`config.mk`:
```
export PLATFORM = sky130hd
export DESIGN_NAME = qau_sqrt_cell
export DESIGN_NICKNAME = d
export VERILOG_FILES = /design/src/hw/rtl/qau_pkg.sv /design/src/hw/rtl/qau_sqrt_cell.sv
export SDC_FILE = /design/constraint.sdc
export NUM_CORES = 1
export LEC_CHECK = 0
export BUFFER_PORTS_ARGS = -buffer_cell sky130_fd_sc_hd__buf_2
export CAP_MARGIN = 20
export CORE_AREA = 5 5 206 208
export DETAILED_ROUTE_END_ITERATION = 12
export DIE_AREA = 0 0 211 213
export PLACE_DENSITY = 0.51
export SYNTH_ARGS = -nofsm -noshare
export SYNTH_HDL_FRONTEND = slang
export SYNTH_SLANG_ARGS = --single-unit
```
`constraint.sdc`:
```
create_clock -name clock -period 5.7 [get_ports clock]
set_input_delay 0.285 -clock clock [delete_from_list [all_inputs] [get_ports clock]]
set_output_delay 0.285 -clock clock [all_outputs]
set_load 0.02 [all_outputs]
```
`src/hw/rtl/qau_pkg.sv`:
```
// Shared widths, operation and status codes, and the word formats that
// travel down the square-root and divider cell chains. No dependencies.
`timescale 1ns / 1ps
`default_nettype none

package qau_pkg;

   localparam int COMP_W     = 16;  // component width, signed Q3.12
   localparam int FRAC_W     = 12;  // fraction bits of a component
   localparam int DOT_W      = 32;  // dot product width, signed Q7.24
   localparam int STATUS_W   = 2;
   localparam int LANES      = 4;   // x, y, z, w
   localparam int LSQ_W      = 33;  // squared length of A, unsigned
   localparam int SHIFT_W    = 5;   // pair shift that normalizes the radicand
   localparam int RAD_W      = 64;  // normalized radicand
   localparam int ROOT_W     = RAD_W / 2;
   localparam int SREM_W     = ROOT_W + 1;
   localparam int QUO_W      = COMP_W + 1;  // enough to tell cap from cap + 1
   localparam int SQRT_CELLS = ROOT_W;
   localparam int DIV_CELLS  = QUO_W;

   typedef enum logic [2:0] {
      OP_NORMALIZE = 3'd0,
      OP_CONJUGATE = 3'd1,
      OP_INVERSE   = 3'd2,
      OP_DOT       = 3'd3,
      OP_MULTIPLY  = 3'd4,
      OP_ROTATE    = 3'd5
   } op_type;

   localparam logic [STATUS_W-1:0] ST_OK        = 2'd0;
   localparam logic [STATUS_W-1:0] ST_ZERO_LEN  = 2'd1;
   localparam logic [STATUS_W-1:0] ST_SATURATED = 2'd2;

   typedef logic [COMP_W-1:0] comp_type;

   // Result in progress. For normalize and inverse, r holds A until the
   // divider lanes replace it.
   typedef struct packed {
      logic                      use_div;
      logic                      inv;
      comp_type [LANES-1:0]      r;
      logic [DOT_W-1:0]          dot;
      logic [STATUS_W-1:0]       status;
      logic [LSQ_W-1:0]          len_sq;
      logic [SHIFT_W-1:0]        shift;
   } carry_type;

   typedef struct packed {
      logic                      valid;
      carry_type                 carry;
      logic [SREM_W-1:0]         rem;
      logic [ROOT_W-1:0]         root;
      logic [RAD_W-1:0]          rad;
   } sq_type;

   typedef struct packed {
      logic                          valid;
      carry_type                     carry;
      logic [LSQ_W-1:0]              divisor;
      logic [LANES-1:0][LSQ_W-1:0]   rem;
      logic [LANES-1:0][QUO_W-1:0]   quo;
      logic [LANES-1:0]              over;
      logic [LANES-1:0]              neg;
   } dv_type;

endpackage

`default_nettype wire

```
`src/hw/rtl/qau_sqrt_cell.sv`:
```
// One digit cell of the square-root chain: takes in one radicand bit pair
// and retires one root bit per cycle. Depends on qau_pkg.
`timescale 1ns / 1ps
`default_nettype none

module qau_sqrt_cell (
   input  logic            clock,
   input  logic            reset,
   input  qau_pkg::sq_type link_in,
   output qau_pkg::sq_type link_out
);
   import qau_pkg::*;

   sq_type             stage_in;
   sq_type             stage_ff;
   logic [SREM_W+1:0]  rem_sh;
   logic [SREM_W+1:0]  trial;
   logic               ge;

   always_comb begin
      rem_sh   = {link_in.rem, link_in.rad[RAD_W-1 -: 2]};
      trial    = {1'b0, link_in.root, 2'b01};
      ge       = (rem_sh >= trial);
      stage_in = link_in;
      stage_in.valid = link_in.valid && !reset;
      stage_in.rem  = ge ? SREM_W'(rem_sh - trial) : SREM_W'(rem_sh);
      stage_in.root = {link_in.root[ROOT_W-2:0], ge};
      stage_in.rad  = {link_in.rad[RAD_W-3:0], 2'b00};
   end

   always_ff @(posedge clock) begin
      stage_ff <= stage_in;
   end

   assign link_out = stage_ff;

endmodule

`default_nettype wire

```
==> metrics.yaml <==
global_route:
  track_usage: 0.1697
  overflow: 0
  antenna_found_initial: 8
  grt_max_degree: 30
  grt_pass1_vias: 8522
  grt_pass1_wl_um: 56250
floorplan:
  design.die.area_um2: 44940
  rows: 74
  core_area_um2: 40370
  ioPinCount: 538
  fp.dieW_um: 211
  start_util: 0.1897
  dieHeight_um: 213
power:
  peakVddDrop_mv: 0.2051
  p_seq_frac: 0.398
  clkPwrFrac: 0.425
  internal-power_mw: 3.674
  power.share.switching: 0.2811
  p_sw_mw: 1.436
  p_leak_nw: 7.033
  p_comb_frac: 0.177
  p_per_area_nw_per_um2: 349.5
finish:
  layout-drive-gt1-share: 0.4252
  final_cell_mix: "535 x buf_2, 266 x dfxtp_1, 253 x dlygate4sd3_1, 46 x a21oi_1, 43 x nor2_1"
  layout_commonest_cell: "buf_2"
  fin_nets: 1742
  num-fill-cells: 4074
  area_growth_pct: 90.93
  largest_reg_flops: 266
  instances_no_fill: 1999
detailed_routing:
  wl_met3_um: 3173
  viasPerCell: 3.849
  drc: 0
  wl_met2_um: 19750
  wl_per_cell_um: 20.23
  dr.first_iter.drc_count: 307
  wirelength_um: 40440
  routed.top_layer: "met5"
  ant_nets: 0
  vias: 7694
  wl_met1_um: 15300
  first_pass_iters: 4
synth:
  ys_warn_count: 0
  syn_inst: 628
  async_flop_share: 0
  ys_seq_area_frac: 0.6954
  synth.avg_cell_area_um2: 12.19
  yosysUniqueCellTypes: 50
  synth_flop_cell: "dfxtp_1"
  syn-cell-area_um2: 7657
  synth_edf_count: 0
  ys_seq_elements: 266
sta:
  hold_viol: 0
  slew_headroom: 0.4416
  setup-violations-final: 0
  post-route-period-util: 0.6460
  period_minus_slack_ns: 3.682
  finalSetupTns_ns: 0
  timing.fmax_mhz: 271.6
  rsz0062_at_grt: "no"
  drv_slew: 0
  tightest_slew_ns: 0.8345
worst_setup_path:
  crit_type: "in2reg"
  cp_cell_sequence: "dlygate4sd3_1 -> buf_2 -> inv_1 -> ha_1 -> and4_1 -> and3_1 -> nand2_1 -> a221o_1 -> a21oi_4 -> a21oi_1 -> o21ai_4 -> buf_4 -> mux2_2"
  cp.buffers_inverters: 4
  cp_top_family: "compound AO/OA/AOI/OAI gates"
  end_kind: "register"
  cp.arrival_ns: 4.11
  crit_required_ns: 6.13
  slowest_delay_ns: 0.69
  crit_path_top_delay_cell: "o21ai_4"
  crit_fanout: 29
  start_kind: "primary input"
place:
  dpl.hpwl_um: 31580
  io_buffer_count: 535
  gp_congestion: 0.8630
  placedCellCount: 1681
cts:
  cts_buffer_depth: 3
  htreeDepth: 2
  post_cts_buffers: 0
  cts_tree: "done"
  path_clk_slew_ns: 0.06
  numCtsBuffers: 34
  cts_root_buffer: "clkbuf_16"
  cts.sink_count: 266
min_path:
  hold_path.class: "in2reg"
run_status:
  outcome: "completed"
flow_run:
  max-cap-violations: 0
## kinds of logic after synthesis
group	Yosys count	synth area share
AO/OA/AOI/OAI	129	0.1126
XOR/XNOR	28	0.03203
adder cells (fa/ha/maj)	34	0.05556
buffers and inverters	56	0.03170
flip-flops	266	0.6954
multiplexers	7	0.01029
other	1	0.0004897
AND/OR/NAND/NOR	107	0.06193
## per-stage QoR
stage                     utilization  instance area (um^2)  hold slack (ns)  setup WS (ns)  power, mW
final                          0.3622                 14620          0.03615          2.018      5.110
after global routing           0.3620                 14620          0.01019          1.745      5.338
after CTS                      0.3619                 14610        0.0007886          1.985      5.196
after detailed placement       0.2708                 10930           0.3886          1.938      2.831
after global placement         0.2708                 10930           0.3879          1.982      2.829
after floorplan                     -                  7661           0.3127          3.161      2.484
## cell type report
class / instances / area [um^2] / area share
flip-flops and latches: 266 / 5325 / 0.3642
repair buffers: 790 / 5225 / 0.3574
multi-input cells: 307 / 2101 / 0.1437
clock buffers: 40 / 934.6 / 0.06393
well taps: 532 / 665.6 / 0.04553
clock inverters: 21 / 212.7 / 0.01455
inverters: 39 / 146.4 / 0.01001
diodes: 4 / 10.01 / 0.0006846
## power by group through the flow
stage / combinational [mW] / sequential (mW) / clock (mW)
6_report: 0.904 / 2.03 / 2.17
5_1_grt: 0.972 / 2.05 / 2.32
4_1_cts: 0.916 / 2.03 / 2.25
3_5_place_dp: 0.760 / 2.07 / 0
3_3_place_gp: 0.758 / 2.07 / 0
2_1_floorplan: 0.234 / 2.25 / 0
## cells in the mapped netlist, drive strengths merged, types with 5 or more instances
master  count  area (um^2)
o21bai      6        45.04
a31oi       5        31.28
dfxtp     266         5325
xnor2      19        166.4
nand2      29        108.9
o21ai      19        98.84
ha         34        425.4
nand3      11        55.05
nor2       43        161.4
o21a        8        60.06
a21oi      58        342.8
xor2        9        78.83
clkbuf      9        33.78
inv        39        146.4
nand2b      6        37.54
mux2        7        78.83
buf         8        62.56
a21o        8        60.06
a211oi      7        62.56
## routing by layer
layer	vias up	GRT usage
met3	98	0.05525
met2	346	0.2927
li1	3743	-
met4	8	0.09032
met1	3499	0.1859
met5	-	0
## repair_timing
item,in CTS,in global routing
hold buffers,253,0
endpoints found under the setup margin,0,0
gates resized for setup,0,0
endpoints found under the hold margin,252,0
## path summary, 6_finish.rpt
check | startpoint | end | slack, ns | cells after the start
max | link_in[69] | link_out[110]$_DFF_P_ | 2.02 | 13
min | link_in[122] | link_out[124]$_DFF_P_ | 0.04 | 3
No activity file was read; power rests on OpenSTA's default activity.
