--- config.mk ---
export PLATFORM = sky130hd
export DESIGN_NAME = qau_div_cell
export DESIGN_NICKNAME = d
export VERILOG_FILES = /design/src/hw/rtl/qau_pkg.sv /design/src/hw/rtl/qau_div_cell.sv
export SDC_FILE = /design/constraint.sdc
export NUM_CORES = 1
export LEC_CHECK = 0
export BUFFER_PORTS_ARGS = -buffer_cell sky130_fd_sc_hd__clkbuf_2
export CAP_MARGIN = 20
export CORE_AREA = 2 2 300 302
export DETAILED_ROUTE_END_ITERATION = 16
export DIE_AREA = 0 0 302 304
export SYNTH_ARGS = -nofsm -noshare
export SYNTH_HDL_FRONTEND = slang
export SYNTH_SLANG_ARGS = --single-unit
--- constraint.sdc ---
create_clock -name clock -period 3.9 [get_ports clock]
set_input_delay 0.39 -clock clock [delete_from_list [all_inputs] [get_ports clock]]
set_output_delay 0.39 -clock clock [all_outputs]
set_load 0.005 [all_outputs]
--- src/hw/rtl/qau_pkg.sv ---
// Shared widths, operation and status codes, and the word formats that
// travel down the square-root and divider cell chains. No dependencies.
`timescale 1ns / 1ps
`default_nettype none

package qau_pkg;

   localparam int COMP_W     = 16;  // component width, signed Q3.12
   localparam int FRAC_W     = 12;  // fraction bits of a component
   localparam int DOT_W      = 32;  // dot product width, signed Q7.24
   localparam int STATUS_W   = 2;
   localparam int LANES      = 4;   // x, y, z, w
   localparam int LSQ_W      = 33;  // squared length of A, unsigned
   localparam int SHIFT_W    = 5;   // pair shift that normalizes the radicand
   localparam int RAD_W      = 64;  // normalized radicand
   localparam int ROOT_W     = RAD_W / 2;
   localparam int SREM_W     = ROOT_W + 1;
   localparam int QUO_W      = COMP_W + 1;  // enough to tell cap from cap + 1
   localparam int SQRT_CELLS = ROOT_W;
   localparam int DIV_CELLS  = QUO_W;

   typedef enum logic [2:0] {
      OP_NORMALIZE = 3'd0,
      OP_CONJUGATE = 3'd1,
      OP_INVERSE   = 3'd2,
      OP_DOT       = 3'd3,
      OP_MULTIPLY  = 3'd4,
      OP_ROTATE    = 3'd5
   } op_type;

   localparam logic [STATUS_W-1:0] ST_OK        = 2'd0;
   localparam logic [STATUS_W-1:0] ST_ZERO_LEN  = 2'd1;
   localparam logic [STATUS_W-1:0] ST_SATURATED = 2'd2;

   typedef logic [COMP_W-1:0] comp_type;

   // Result in progress. For normalize and inverse, r holds A until the
   // divider lanes replace it.
   typedef struct packed {
      logic                      use_div;
      logic                      inv;
      comp_type [LANES-1:0]      r;
      logic [DOT_W-1:0]          dot;
      logic [STATUS_W-1:0]       status;
      logic [LSQ_W-1:0]          len_sq;
      logic [SHIFT_W-1:0]        shift;
   } carry_type;

   typedef struct packed {
      logic                      valid;
      carry_type                 carry;
      logic [SREM_W-1:0]         rem;
      logic [ROOT_W-1:0]         root;
      logic [RAD_W-1:0]          rad;
   } sq_type;

   typedef struct packed {
      logic                          valid;
      carry_type                     carry;
      logic [LSQ_W-1:0]              divisor;
      logic [LANES-1:0][LSQ_W-1:0]   rem;
      logic [LANES-1:0][QUO_W-1:0]   quo;
      logic [LANES-1:0]              over;
      logic [LANES-1:0]              neg;
   } dv_type;

endpackage

`default_nettype wire

--- src/hw/rtl/qau_div_cell.sv ---
// One step cell of the four-lane restoring divider chain: retires one
// quotient bit per lane per cycle. Depends on qau_pkg.
`timescale 1ns / 1ps
`default_nettype none

module qau_div_cell (
   input  logic            clock,
   input  logic            reset,
   input  qau_pkg::dv_type link_in,
   output qau_pkg::dv_type link_out
);
   import qau_pkg::*;

   dv_type                     stage_in;
   dv_type                     stage_ff;
   logic [LANES-1:0][LSQ_W:0]  rs;
   logic [LANES-1:0]           ge;

   always_comb begin
      stage_in = link_in;
      stage_in.valid = link_in.valid && !reset;
      for (int i = 0; i < LANES; i++) begin
         rs[i] = {link_in.rem[i], 1'b0};
         ge[i] = (rs[i] >= {1'b0, link_in.divisor});
         stage_in.rem[i] = ge[i] ? LSQ_W'(rs[i] - {1'b0, link_in.divisor})
                                 : LSQ_W'(rs[i]);
         stage_in.quo[i] = {link_in.quo[i][QUO_W-2:0], ge[i]};
      end
   end

   always_ff @(posedge clock) begin
      stage_ff <= stage_in;
   end

   assign link_out = stage_ff;

endmodule

`default_nettype wire

==> results of run 1 <==
[power groups by stage]
stage / registers [mW] / clock network [mW] / logic [mW]
global route: 4.50 / 5.31 / 3.23
global placement: 4.55 / 0 / 2.70
floorplan: 4.57 / 0 / 1.26
CTS: 4.47 / 5.18 / 3.03
finish: 4.47 / 5.01 / 2.98
detailed placement: 4.55 / 0 / 2.70
[metal layers]
metal / routed length (um) / share of wire, %
met4: 3630 / 3.7
met2: 52300 / 53
met1: 35000 / 36
met3: 6710 / 6.9
met5: 80 / 0.082
[worst paths after layout]
check    startpoint                    end  slack (ns)  depth (start not counted)
max    link_in[213]  link_out[147]$_DFF_P_        0.22                         16
min     link_in[88]   link_out[89]$_DFF_P_        0.04                          3
[per-stage QoR]
stage	util (%)	worst slack (ns)
after floorplan	-	0.804
after global placement	24.3	-0.0232
after detailed placement	24.3	-0.00762
after CTS	30.0	0.147
after global routing	30.0	0.00805
final	30.1	0.219
[area by class of cell]
type / instances / area share (%)
Multi-Input combinational cell: 1118 / 29.8
Sequential cell: 380 / 28.4
Timing Repair Buffer: 1149 / 28.4
Tap cell: 1176 / 5.50
Clock buffer: 60 / 5.23
Clock inverter: 34 / 1.47
Inverter: 63 / 0.883
Antenna cell: 28 / 0.262
[worst max-delay path, cell delays in order]
cell and delay [ns]:
sky130_fd_sc_hd__dlygate4sd3_1 0.55, sky130_fd_sc_hd__clkbuf_2 0.12, sky130_fd_sc_hd__inv_1 0.21, sky130_fd_sc_hd__ha_1 0.34, sky130_fd_sc_hd__a211oi_1 0.28, sky130_fd_sc_hd__nor2_1 0.10, sky130_fd_sc_hd__o31ai_1 0.39, sky130_fd_sc_hd__a31oi_1 0.14
sky130_fd_sc_hd__buf_4 0.19, sky130_fd_sc_hd__o21ai_2 0.24, sky130_fd_sc_hd__o21ai_2 0.09, sky130_fd_sc_hd__o41ai_1 0.37, sky130_fd_sc_hd__buf_4 0.18, sky130_fd_sc_hd__o21ai_4 0.05, sky130_fd_sc_hd__buf_12 0.21, sky130_fd_sc_hd__mux2_2 0.29
[placed cells by master (no fill, tap or decap), drive strengths merged, types with 5 or more instances in the layout]
master / synthesis / routed
clkinvlp: 0 / 6
nor3: 22 / 22
dlygate4sd3: 0 / 329
nor2: 79 / 79
clkbuf: 28 / 817
or3: 6 / 6
o21a: 17 / 17
o21ai: 123 / 123
o211ai: 12 / 12
nand4: 22 / 22
clkinv: 0 / 17
a21oi: 144 / 144
ha: 132 / 132
a31oi: 24 / 24
nand2b: 20 / 20
xnor2: 61 / 61
nor2b: 23 / 23
bufinv: 0 / 5
buf: 14 / 63
dfxtp: 380 / 380
mux2: 47 / 47
diode: 0 / 28
nand3: 18 / 18
a211oi: 16 / 16
a211o: 7 / 7
o31ai: 8 / 8
and2: 13 / 13
a21o: 55 / 55
xor2: 52 / 52
and3: 12 / 12
nand2: 123 / 123
o21bai: 14 / 14
inv: 63 / 69
[logic make-up (layout without fill, tap and decap cells)]
group,count (synthesis),count (layout)
buffers and inverters,105,1306
AOI/OAI and AO/OA,459,459
adders and majority gates,136,136
DFF,380,380
muxes,50,50
and+or+nand+nor,360,360
xor gates and xnor gates,113,113
other,0,28
[repair_timing]
item / in CTS / in global routing
gates resized for setup: 0 / 1
hold endpoints to repair: 328 / 0
setup endpoints to repair: 0 / 4
buffers inserted: 0 / 0
hold buffers: 329 / 0
==> impl_summary.md, run 1 <==
Cells and area
The layout filler cell count is 9378. The area growth from synthesis to layout is 67.0%. Excluding fillers, the count of instances in the completed layout stands at 4008. The final layout contains 3280 nets. Registers take 0.00761 sq mm. The number of flip-flops under the largest register name is 380.

With fillers left out, the area of the finished cells amounts to 0.0268 sq mm. The multi-input gate area in the final layout is 0.00799 sq mm. The share of post-route cells with drive strength above 1 is 35.1%.

Global routing
The first-pass GRT wire length is 130000 um. Global routing used 39.6% of the available met2 tracks. The met3 track demand over resource in global routing is 5.64%. Global routing consumed, over all layers together, 20.4% of the routing resources. Global routing consumed, on the met1 layer, 20.4% of the routing resources. The routing layer with the top usage in global route is met2.

The via count of the first global-routing pass came to 17.0k. The total congestion overflow is 0. Entering global routing, the biggest net connects 54 pins.

The initial antenna violation count is 42.

Power
For this design the ratio of total power to cell area is 465 mW/mm^2. IR analysis of the VDD net gives a maximum drop of 374 uV. The analysis attributes to net switching a power of 3.81 mW. Per report_power, the sequential group accounts for 35.9% of the total.

The completed layout was analyzed and its total power is 12.4 mW. The cell internal power dissipation is 8.63 mW. The clock group share of total power is 40.2%. In this run the static leakage power is 12.8 nW. The combinational share of power is 23.9%. The switching part of the total power is 30.6%.

Setup path
The element type at the critical path end is a flip-flop. The worst setup path is launched from an input port. In this run the worst path has a maximum fanout of 53.

The arrival time of data at the critical path endpoint is 4.18 ns. The critical path is of the input port to flip-flop type. For the worst setup path, the data required time is 4.40 ns.

STA
The slew at the pin closest to its max-slew limit is 0.537 ns. Final hold analysis gives a worst-case slack of 0.0411 ns. The worst path in the final design needs a cycle of 3.68 ns, including I/O delays and setup. Setup violations remaining at the end of the flow were counted as 0. The count of pins over their slew limit came to 0. The count of final hold-check violations is 0. Derived from the worst setup path, the maximum achievable clock frequency is 0.272 GHz.

The final worst-path cycle share is 94.4%. Setup repair after global routing left no endpoint under its margin. In this run the tightest slew margin relative to its limit is 64.0%. The setup TNS is 0 ns.

Synth
The area of the mapped netlist is 0.0160 sq mm. Summing the areas of all fa, ha and maj instances in the mapped netlist gives 10.8% of the synthesized area. The share of the Yosys chip area taken by registers is 47.4%. The fraction of the mapped netlist area in compound gates is 17.8%. By area the synthesized netlist is led by sky130_fd_sc_hd__dfxtp_1 (47%), sky130_fd_sc_hd__ha_1 (10%), sky130_fd_sc_hd__a21oi_1 (4.5%). The number of distinct library cells after synthesis is 74. The most common cell in the synthesized netlist is sky130_fd_sc_hd__dfxtp_1. Synthesis produced 1603 cells. The share of synthesized area spent on multiplexers is 4.12%. Yosys mapped a number of flops with a built-in enable equal to 0.

The Yosys step of the flow raised 0 warnings. The synthesized design contains 380 register bits. Summed over all instances, the cell type with the most area after synthesis is sky130_fd_sc_hd__dfxtp_1. After synthesis, the share of flip-flops with an asynchronous set or reset is 0%. The most used flip-flop cell after synthesis is sky130_fd_sc_hd__dfxtp_1. Averaged over all synthesized cells, the footprint is 10.0 sq um. The xor-xnor portion of the synthesized cell area is 6.17%. The area fraction of the dominant cell type after synthesis is 47.4%. Counting every net in the synthesized netlist gives 2121.

By count the netlist is led by sky130_fd_sc_hd__dfxtp_1 (380), sky130_fd_sc_hd__a21oi_1 (143), sky130_fd_sc_hd__ha_1 (132). The largest family of logic cells by synthesized area is compound AO/OA/AOI/OAI gates. The simple-gate area share of the yosys netlist is 10.8%.

Clock tree
The H-tree generated during clock tree synthesis spans 2 levels. After clock tree synthesis, the clock-pin slew on the worst setup and hold paths is 0.06 ns. The number of sinks driven by the clock tree is 380. The CTS buffer count is 50. Counting along the longest clock path gives a buffer depth of 3. The clock root buffer master is sky130_fd_sc_hd__clkbuf_16. TritonCTS built the clock tree.

Placed design
The cell count after placement is 3557. Summing all placed instances gives a cell area of 0.0216 sq mm. The congestion estimate from routability-driven global placement came to 0.857. The estimated wirelength of the detail-placed design is 82400 um. In this run the tool buffered the top-level ports with 757 buffer cells.

Detailed routing
The pre-antenna-repair detailed-routing pass consisted of 6 iterations. After detailed routing, the average wire length per cell comes to 24.4 um. The post-detailed-routing wire length is 97700 um. The via count is 16.6k. The DRC marker count from the first detailed-route iteration is 662. The detail route stage leaves a number of antenna-violating nets equal to 0. The average via count per standard cell is 4.13.

In the routed design, unresolved DRC markers number 0.

Status
The flow ran to the end, and the final reports show no timing, DRC or antenna violations.

Die
The die is 302 um wide. The die covers 0.0918 sq mm. The top-level port count is 762. The placement row count is 110. The core footprint is 0.0890 sq mm. The initial utilization of the core area, before any placement, comes to 18.0%. The die extent in y is 304 um.

Run
Across the run, the number of max-cap violations was 0.

Worst hold path
The path class of the lowest-slack min-delay path is input port to flip-flop.
Power figures use the tool's default switching activity.
==> run 2: changes to the inputs <==
--- a/config.mk
+++ b/config.mk
@@ -5,11 +5,13 @@
 export SDC_FILE = /design/constraint.sdc
 export NUM_CORES = 1
 export LEC_CHECK = 0
+export ABC_AREA = 1
 export BUFFER_PORTS_ARGS = -buffer_cell sky130_fd_sc_hd__clkbuf_2
 export CAP_MARGIN = 20
-export CORE_AREA = 2 2 300 302
+export CORE_AREA = 2 2 295 297
+export CTS_BUF_LIST = sky130_fd_sc_hd__clkbuf_8
 export DETAILED_ROUTE_END_ITERATION = 16
-export DIE_AREA = 0 0 302 304
+export DIE_AREA = 0 0 297 299
 export SYNTH_ARGS = -nofsm -noshare
 export SYNTH_HDL_FRONTEND = slang
 export SYNTH_SLANG_ARGS = --single-unit
==> run 2 against run 1 <==
Against the previous run:
- global-route usage grew 6.6 points
- design area grew 14%
- first-iteration DRC count grew to 2.5 times the previous value
- critical path depth shrank 1
- synthesized cell count grew 89%
- utilization grew 5.4 points
- routed wire length grew 26%
==> impl_summary.md, run 2 <==
Setup path
The arrival time of data at the critical path endpoint is 3.80 ns. Grouping stages by cell kind, the critical path spends the most delay in buffers and inverters. The critical path crosses 15 cells after its start point. The required time reported for the critical path endpoint is 4.55 ns. Along the worst path, the maximum fanout reaches 20. The longest individual stage delay on the worst path is 0.65 ns. Counting both buffers and inverters, the worst setup path holds a total of 5. The critical path is of the input port to flip-flop type. The signal on the critical path passes through dlygate4sd3_1 > clkbuf_2 > inv_1 > ha_1 > nand2_1 > inv_1 > nand2_1 > nor2_1 > nand4_1 > nor2_1 > nor2_1 > nand2_4 > buf_4 > nand3_1 > nand2_1. The critical path launch point type is an input port. The cell type of the slowest stage on the worst timing path is sky130_fd_sc_hd__dlygate4sd3_1. The worst setup path is captured at a flip-flop.

Die
The placement row count is 108. The initial core utilization is 23.4%. The floorplan step defined a core boundary enclosing 0.0859 sq mm. Pin placement for this block handled 762 I/O pins. The die extent in y is 299 um. The full die area is 0.0888 sq mm.

Measured along the x axis, the die boundary spans 297 um.

STA
The slew at the pin closest to its max-slew limit is 0.755 ns. Setup repair after global routing left no endpoint under its margin. The final worst-path cycle share is 80.7%. On the final layout, the worst hold slack is 0.165 ns. The setup violation total in the final timing report is 0.

Derived from the worst setup path, the maximum achievable clock frequency is 0.318 GHz. The worst pin sits at a relative slew slack of 49.6%. The count of pins over their slew limit came to 0.

The count of final hold-check violations is 0. The setup TNS is 0 ns. The minimum clock period is 3.15 ns.

Synth
The mean post-synth cell area is 6.62 sq um. The net count after synthesis is 3552. Synthesis produced 3034 cells.

The commonest cells after synthesis are sky130_fd_sc_hd__nand2_1 (1289), sky130_fd_sc_hd__inv_1 (542), sky130_fd_sc_hd__dfxtp_1 (380). The flip-flop and latch count after synthesis is 380. After synthesis, the cell types taking the most area are sky130_fd_sc_hd__dfxtp_1 (38%), sky130_fd_sc_hd__nand2_1 (24%), sky130_fd_sc_hd__inv_1 (10%).

The commonest register cell after synthesis is sky130_fd_sc_hd__dfxtp_1. The area fraction of the dominant cell type after synthesis is 37.9%. The share of flip-flops with an asynchronous set or reset after synthesis is 0%.

The most frequent cell after synthesis is sky130_fd_sc_hd__nand2_1. The number of distinct library cells after synthesis is 31. The number of enable flip-flop cells after synthesis is 0. The total of warnings raised by yosys is 0. The cell taking the most area after synthesis is sky130_fd_sc_hd__dfxtp_1. Summing every instance area after synthesis gives 0.0201 sq mm. After synthesis, flip-flops and latches occupy 37.9% of the total area.

Global routing
The first-pass GRT wire length is 167000 um. The via count of the first global-routing pass is 22.2k. The initial antenna violation count was 51. Entering global routing, the biggest net connects 36 pins. The overall fraction of global-route tracks in use is 26.9%. The total congestion overflow is 0.

Cells and area
The share of post-route cells with drive strength above 1 is 22.5%. The area growth from synthesis to layout is 51.9%. The layout filler cell count is 9368. For this run, the post-layout net count is 4745.

The number of flip-flops under the largest register name is 380. The area of all placed cells without fillers is 0.0305 sq mm. The library cell used most frequently in the layout, excluding fill and tap cells, is sky130_fd_sc_hd__nand2_1. The top cell types in the final layout, fill and taps aside, are sky130_fd_sc_hd__nand2_1 (1289), sky130_fd_sc_hd__clkbuf_2 (757), sky130_fd_sc_hd__inv_1 (566).

Detailed routing
Summed over all nets, wire length on met3 after detailed routing comes to 9940 um. The routed layout has 23.1k vias. The sum of met2 wire segment lengths after detailed routing is 55500 um.

The post-route met1 wirelength is 51300 um. Before antenna repair, the detailed router went through 6 iterations. In the final routed layout, each cell accounts on average for 22.6 um. The average via count per standard cell is 4.23. The count of nets left with antenna violations once routing finished came out at 0. The highest signal layer in the routed design is met5. The DRC marker count from the first detailed-route iteration is 1677. The detailed-route DRC error count is 0. Summed over all layers, the routed wires come to 123000 um.

Clock tree
The clock input transition at the sequential cells of the worst setup and hold paths is 0.06 ns. TritonCTS built the clock tree. The CTS buffer count is 76.

The post-cts repair resize count is 0. The H-tree was split into 3 levels. The clock net in this run drives a total of 380 sinks. The tree is rooted in a sky130_fd_sc_hd__clkbuf_8.

The clock passes through at most 3 buffers.

Worst hold path
The depth of the worst hold-timing path is 3. The worst hold path begins at link_in[76]. The min-delay analysis places its worst path in the category input port to flip-flop. The worst hold path terminates at link_out[77]$_DFF_P_.

Power
In this run the static leakage power is 17.4 nW. The completed layout was analyzed and its total power is 12.2 mW. The total power density per cell area is 398 mW/mm^2.

The worst vdd rail ir drop is 283 uV.

Placed design
Detailed placement finished with a half-perimeter wire length of 102000 um. The congestion estimate from routability-driven global placement came to 0.951. In this run the cell area measured after placement is 0.0252 sq mm. Port buffering added 757 buffers.

Run
The max capacitance violation total is 0.

Status
The run finished with clean final reports.
## run 2: through the flow
stage	setup slack, ns	utilization (%)	cells
floorplan	2.01	-	3034
CTS	0.875	35.5	5442
finish	0.754	35.5	5454
global placement	0.803	29.3	4936
global route	0.706	35.5	5449
detailed placement	0.768	29.3	4936
## run 2: area by class of cell
cell class                 instances  area, sq um  area share, %
timing repair buffer            1140         7580           24.9
multi-input combinational       2067        10100           33.2
antenna                           12         30.0         0.0984
sequential                       380         7610           24.9
clock inverter                    46          340           1.12
clock buffer                      92         1270           4.15
inverter                         562         2120           6.94
tap                             1155         1450           4.74
## run 2: cell families after synthesis
| group | count (synthesis) | synth area share [%] |
|---|---|---|
| AO/OA/AOI/OAI | 100 | 2.54 |
| XOR/XNOR | 56 | 2.44 |
| adder cells (fa/ha/maj) | 136 | 8.62 |
| flip-flops | 380 | 37.9 |
| buffers and inverters | 587 | 11.8 |
| AND/OR/NAND/NOR | 1775 | 36.8 |
## run 2: worst max path at each step
stage / startpoint / endpoint / slack, ns
finish: link_in[222] / link_out[198]$_DFF_P_ / 0.75
detailed placement: link_in[213] / link_out[141]$_DFF_P_ / 0.77
floorplan: link_in[213] / link_out[200]$_DFF_P_ / 2.01
global route: link_in[222] / link_out[198]$_DFF_P_ / 0.71
global placement: link_in[213] / link_out[141]$_DFF_P_ / 0.80
CTS: link_in[222] / link_out[198]$_DFF_P_ / 0.87
## run 2: repair_timing
action | CTS | global route
endpoints found under the hold margin | 367 | 0
setup endpoints to repair | 0 | 0
hold buffers | 368 | 0
buffers inserted | 0 | 0
## run 2: power by group
group	switching (mW)	leakage [nW]	total, mW	internal (mW)
logic	2.05	13.3	3.32	1.27
registers	0.161	3.21	4.44	4.28
clock network	2.02	0.906	4.39	2.37
total	4.24	17.4	12.2	7.92
## run 2: per-layer routing
| layer | vias to the layer above | track usage, % |
|---|---|---|
| met4 | 34 | 13.5 |
| li1 | 11500 | - |
| met5 | - | 0 |
| met3 | 218 | 7.76 |
| met2 | 946 | 43.8 |
| met1 | 10300 | 32.4 |
==> run 3: changes to the inputs <==
--- a/config.mk
+++ b/config.mk
@@ -8,10 +8,10 @@
 export ABC_AREA = 1
 export BUFFER_PORTS_ARGS = -buffer_cell sky130_fd_sc_hd__clkbuf_2
 export CAP_MARGIN = 20
-export CORE_AREA = 2 2 295 297
+export CORE_AREA = 2 2 293 295
 export CTS_BUF_LIST = sky130_fd_sc_hd__clkbuf_8
 export DETAILED_ROUTE_END_ITERATION = 16
-export DIE_AREA = 0 0 297 299
+export DIE_AREA = 0 0 295 297
 export SYNTH_ARGS = -nofsm -noshare
 export SYNTH_HDL_FRONTEND = slang
 export SYNTH_SLANG_ARGS = --single-unit
==> constraint.sdc (replaced) <==
create_clock -name clock -period 2.74 [get_ports clock]
set_input_delay 0.274 -clock clock [delete_from_list [all_inputs] [get_ports clock]]
set_output_delay 0.274 -clock clock [all_outputs]
set_load 0.005 [all_outputs]
==> run 3 against run 2 <==
Against the previous run:
- setup slack got worse by 0.55 ns
- non-clock buffer count up 127
- power rose by 47%
- via count increased by 0.67%
- cell count rose by 2.1%
- clock-buffer cell count shrank 6
- flip-flop and latch count unchanged
- design area increased by 4.6%
- largest cell class unchanged
==> impl_summary.md, run 3 (same netlist as run 2, synthesis figures left out) <==
STA
Derived from the worst setup path, the maximum achievable clock frequency is 0.395 GHz. The count of final hold-check violations is 0. The worst path in the final design needs a cycle of 2.53 ns, including I/O delays and setup. After layout, the worst path uses 92.4% of the clock period. The final critical-path setup slack is 0.208 ns. The slew at the pin closest to its max-slew limit is 0.485 ns. In this run the tightest slew margin relative to its limit is 67.7%.

Summed over all failing endpoints, the final setup total negative slack is 0 ns. The count of pins over their slew limit came to 0. Setup violations remaining at the end of the flow were counted as 0. Setup repair after global routing left no endpoint under its margin.

Worst hold path
In this run the worst hold path is classified as input port to flip-flop. In this run the most critical hold path is launched from link_in[175]. The worst hold path terminates at link_out[176]$_DFF_P_. Along the worst hold path, the cell count comes to 4.

Clock tree
The post-cts repair resize count is 0. The total setup buffers inserted after CTS is 0. The clock root buffer master is sky130_fd_sc_hd__clkbuf_8. TritonCTS created 75 clock buffers.

The number of buffers on the longest clock path is 3. The clock drives 380 sinks. TritonCTS built the clock tree. The H-tree was split into 3 levels.

The clock input transition at the sequential cells of the worst setup and hold paths is 0.06 ns.

Detailed routing
The final route contains 23.2k vias. After detailed routing, the number of remaining DRC violations is 0. The post-route antenna net violation count is 0. For this block, the initial DRC count from the detailed router was 1461. The average via count per standard cell is 4.17. The wire length per cell is 22.2 um.

The detailed-router iteration count before antenna repair is 5. For this block, the routed nets add up to 123000 um of wire.

Placed design
The number of I/O port buffers is 757. The worst setup slack before clock tree synthesis is 0.161 ns. At the end of routability-driven placement, the weighted congestion stood at 0.961. The estimated wirelength of the detail-placed design is 103000 um.

Cells and area
From synthesis to final layout, the design area changed by 58.9%. The leading cell type in the layout, fill and taps excluded is sky130_fd_sc_hd__nand2_1. The top cell types in the final layout, fill and taps aside, are sky130_fd_sc_hd__nand2_1 (1289), sky130_fd_sc_hd__clkbuf_2 (757), sky130_fd_sc_hd__inv_1 (555).

The register with the most flip-flops in the layout has 380 of them. The share of post-route cells with drive strength above 1 is 24.9%. The filler cells instantiated in the layout total 8999.

The post-layout net count is 4871. Cells fill 37.8% of the core in the end.

Setup path
The arrival time of data at the critical path endpoint is 3.13 ns. At the worst endpoint, the required time is 3.33 ns. Traced cell by cell, the critical path runs through dlygate4sd3_1 > clkbuf_2 > inv_1 > buf_4 > ha_1 > nand2_1 > nor2_2 > nand3_1 > nand3_2 > nand2_2 > nand2_1 > nand2_2 > nand2_8 > inv_4 > buf_12 > nor2_1.

The largest fanout of any net on the critical path is 22. The element type at the critical path end is a flip-flop. The critical path launch point type is an input port. The cell type of the slowest stage on the worst timing path is sky130_fd_sc_hd__dlygate4sd3_1. The largest single stage delay on the critical path is 0.58 ns. The type of the worst setup path is input port to flip-flop.

Power
In this run, the combinational gates consume 28.3% of the power. The analysis attributes to net switching a power of 6.09 mW. Power spread over the standard cell area amounts to 559 mW/mm^2.

In this run, the clock network consumes 36.3% of the power. Cell internal power was estimated by the tool at 11.8 mW. The worst vdd rail ir drop is 380 uV. The switching part of the total power is 34.1%.

Registers are responsible for 35.4% of the overall power. Summed over all cells, the static leakage comes to 18.1 nW.

Global routing
The overall fraction of global-route tracks in use is 27.3%. Entering global routing, the biggest net connects 23 pins. The total congestion overflow is 0. The first-pass GRT wire length is 167000 um.

The via count of the first global-routing pass was 22.6k. The initial antenna violation count is 49.

Die
The die extent in y is 297 um. The die is 295 um wide. The core footprint is 0.0845 sq mm. The die covers 0.0876 sq mm. The placement row count is 107. The top-level port count is 762. The initial utilization of the core area, before any placement, comes to 23.8%.

Status
The flow ran to the end, and the final reports show no timing, DRC or antenna violations.

Run
Across the run, the number of max-cap violations was 0.
==> run 3: changes by cell type in the layout (fill, tap and decap cells not counted), moves of 4 or more <==
cell	change
sky130_fd_sc_hd__clkbuf_8	-6
sky130_fd_sc_hd__clkinv_2	+10
sky130_fd_sc_hd__buf_12	+34
sky130_fd_sc_hd__inv_1	-11
sky130_fd_sc_hd__bufinv_16	+4
sky130_fd_sc_hd__buf_4	+90
==> run 3: worst max-delay path: cells and delay by family <==
family,cells,cell delay (ns)
fa+ha+maj,1,0.37
simple gates,9,1.21
buf+inv,6,1.26
==> run 3: metrics by stage <==
step / total power [mW] / cells / area, sq um / hold WS, ns
final: 17.8 / 5567 / 31900 / 0.157
after global routing: 18.8 / 5560 / 31900 / 0.136
after CTS: 18.0 / 5554 / 31900 / 0.112
after detailed placement: 11.0 / 5049 / 26500 / 0.378
after global placement: 11.0 / 5049 / 26500 / 0.377
after floorplan: 8.57 / 3034 / 20100 / 0.302
==> run 3: power groups by stage <==
| stage | registers, mW | logic [mW] | clock network (mW) |
|---|---|---|---|
| 4_1_cts | 6.31 | 5.06 | 6.63 |
| 3_3_place_gp | 6.43 | 4.55 | 0 |
| 6_report | 6.31 | 5.05 | 6.48 |
| 2_1_floorplan | 6.43 | 2.14 | 0 |
| 5_1_grt | 6.35 | 5.53 | 6.89 |
| 3_5_place_dp | 6.42 | 4.56 | 0 |
==> run 3: timing repair <==
item                                   CTS  global route
hold buffers                           371             0
setup endpoints to repair                0             0
endpoints found under the hold margin  370             0
==> run 3: layout make-up <==
class	instances	area [sq um]	share of cell area, %
antenna	13	32.5	0.102
clock buffer	86	1180	3.71
clock inverter	48	457	1.43
inverter	562	2120	6.63
multi-input combinational	2067	10100	31.7
sequential	380	7610	23.8
tap	1144	1430	4.48
timing repair buffer	1267	8970	28.1
==> run 3: how the worst max path moves through the flow <==
stage | from | to | slack, ns | cells past startpoint
2_1_floorplan | link_in[213] | link_out[200]$_DFF_P_ | 0.96 | 14
4_1_cts | link_in[217] | link_out[76]$_SDFF_PN0_ | 0.34 | 16
5_1_grt | link_in[217] | link_out[76]$_SDFF_PN0_ | 0.16 | 16
3_3_place_gp | link_in[208] | link_out[176]$_DFF_P_ | 0.15 | 10
3_5_place_dp | link_in[239] | link_out[120]$_DFF_P_ | 0.16 | 15
6_report | link_in[217] | link_out[76]$_SDFF_PN0_ | 0.21 | 16
==> run 3: routing by layer <==
layer	routed length (um)	vias up	part of all wire [%]	GRT usage, %
li1	-	11800	-	-
met1	50400	10400	41	32.8
met2	56600	843	46	45.4
met3	9490	210	7.7	7.14
met4	6620	44	5.4	12.8
met5	273	-	0.22	0
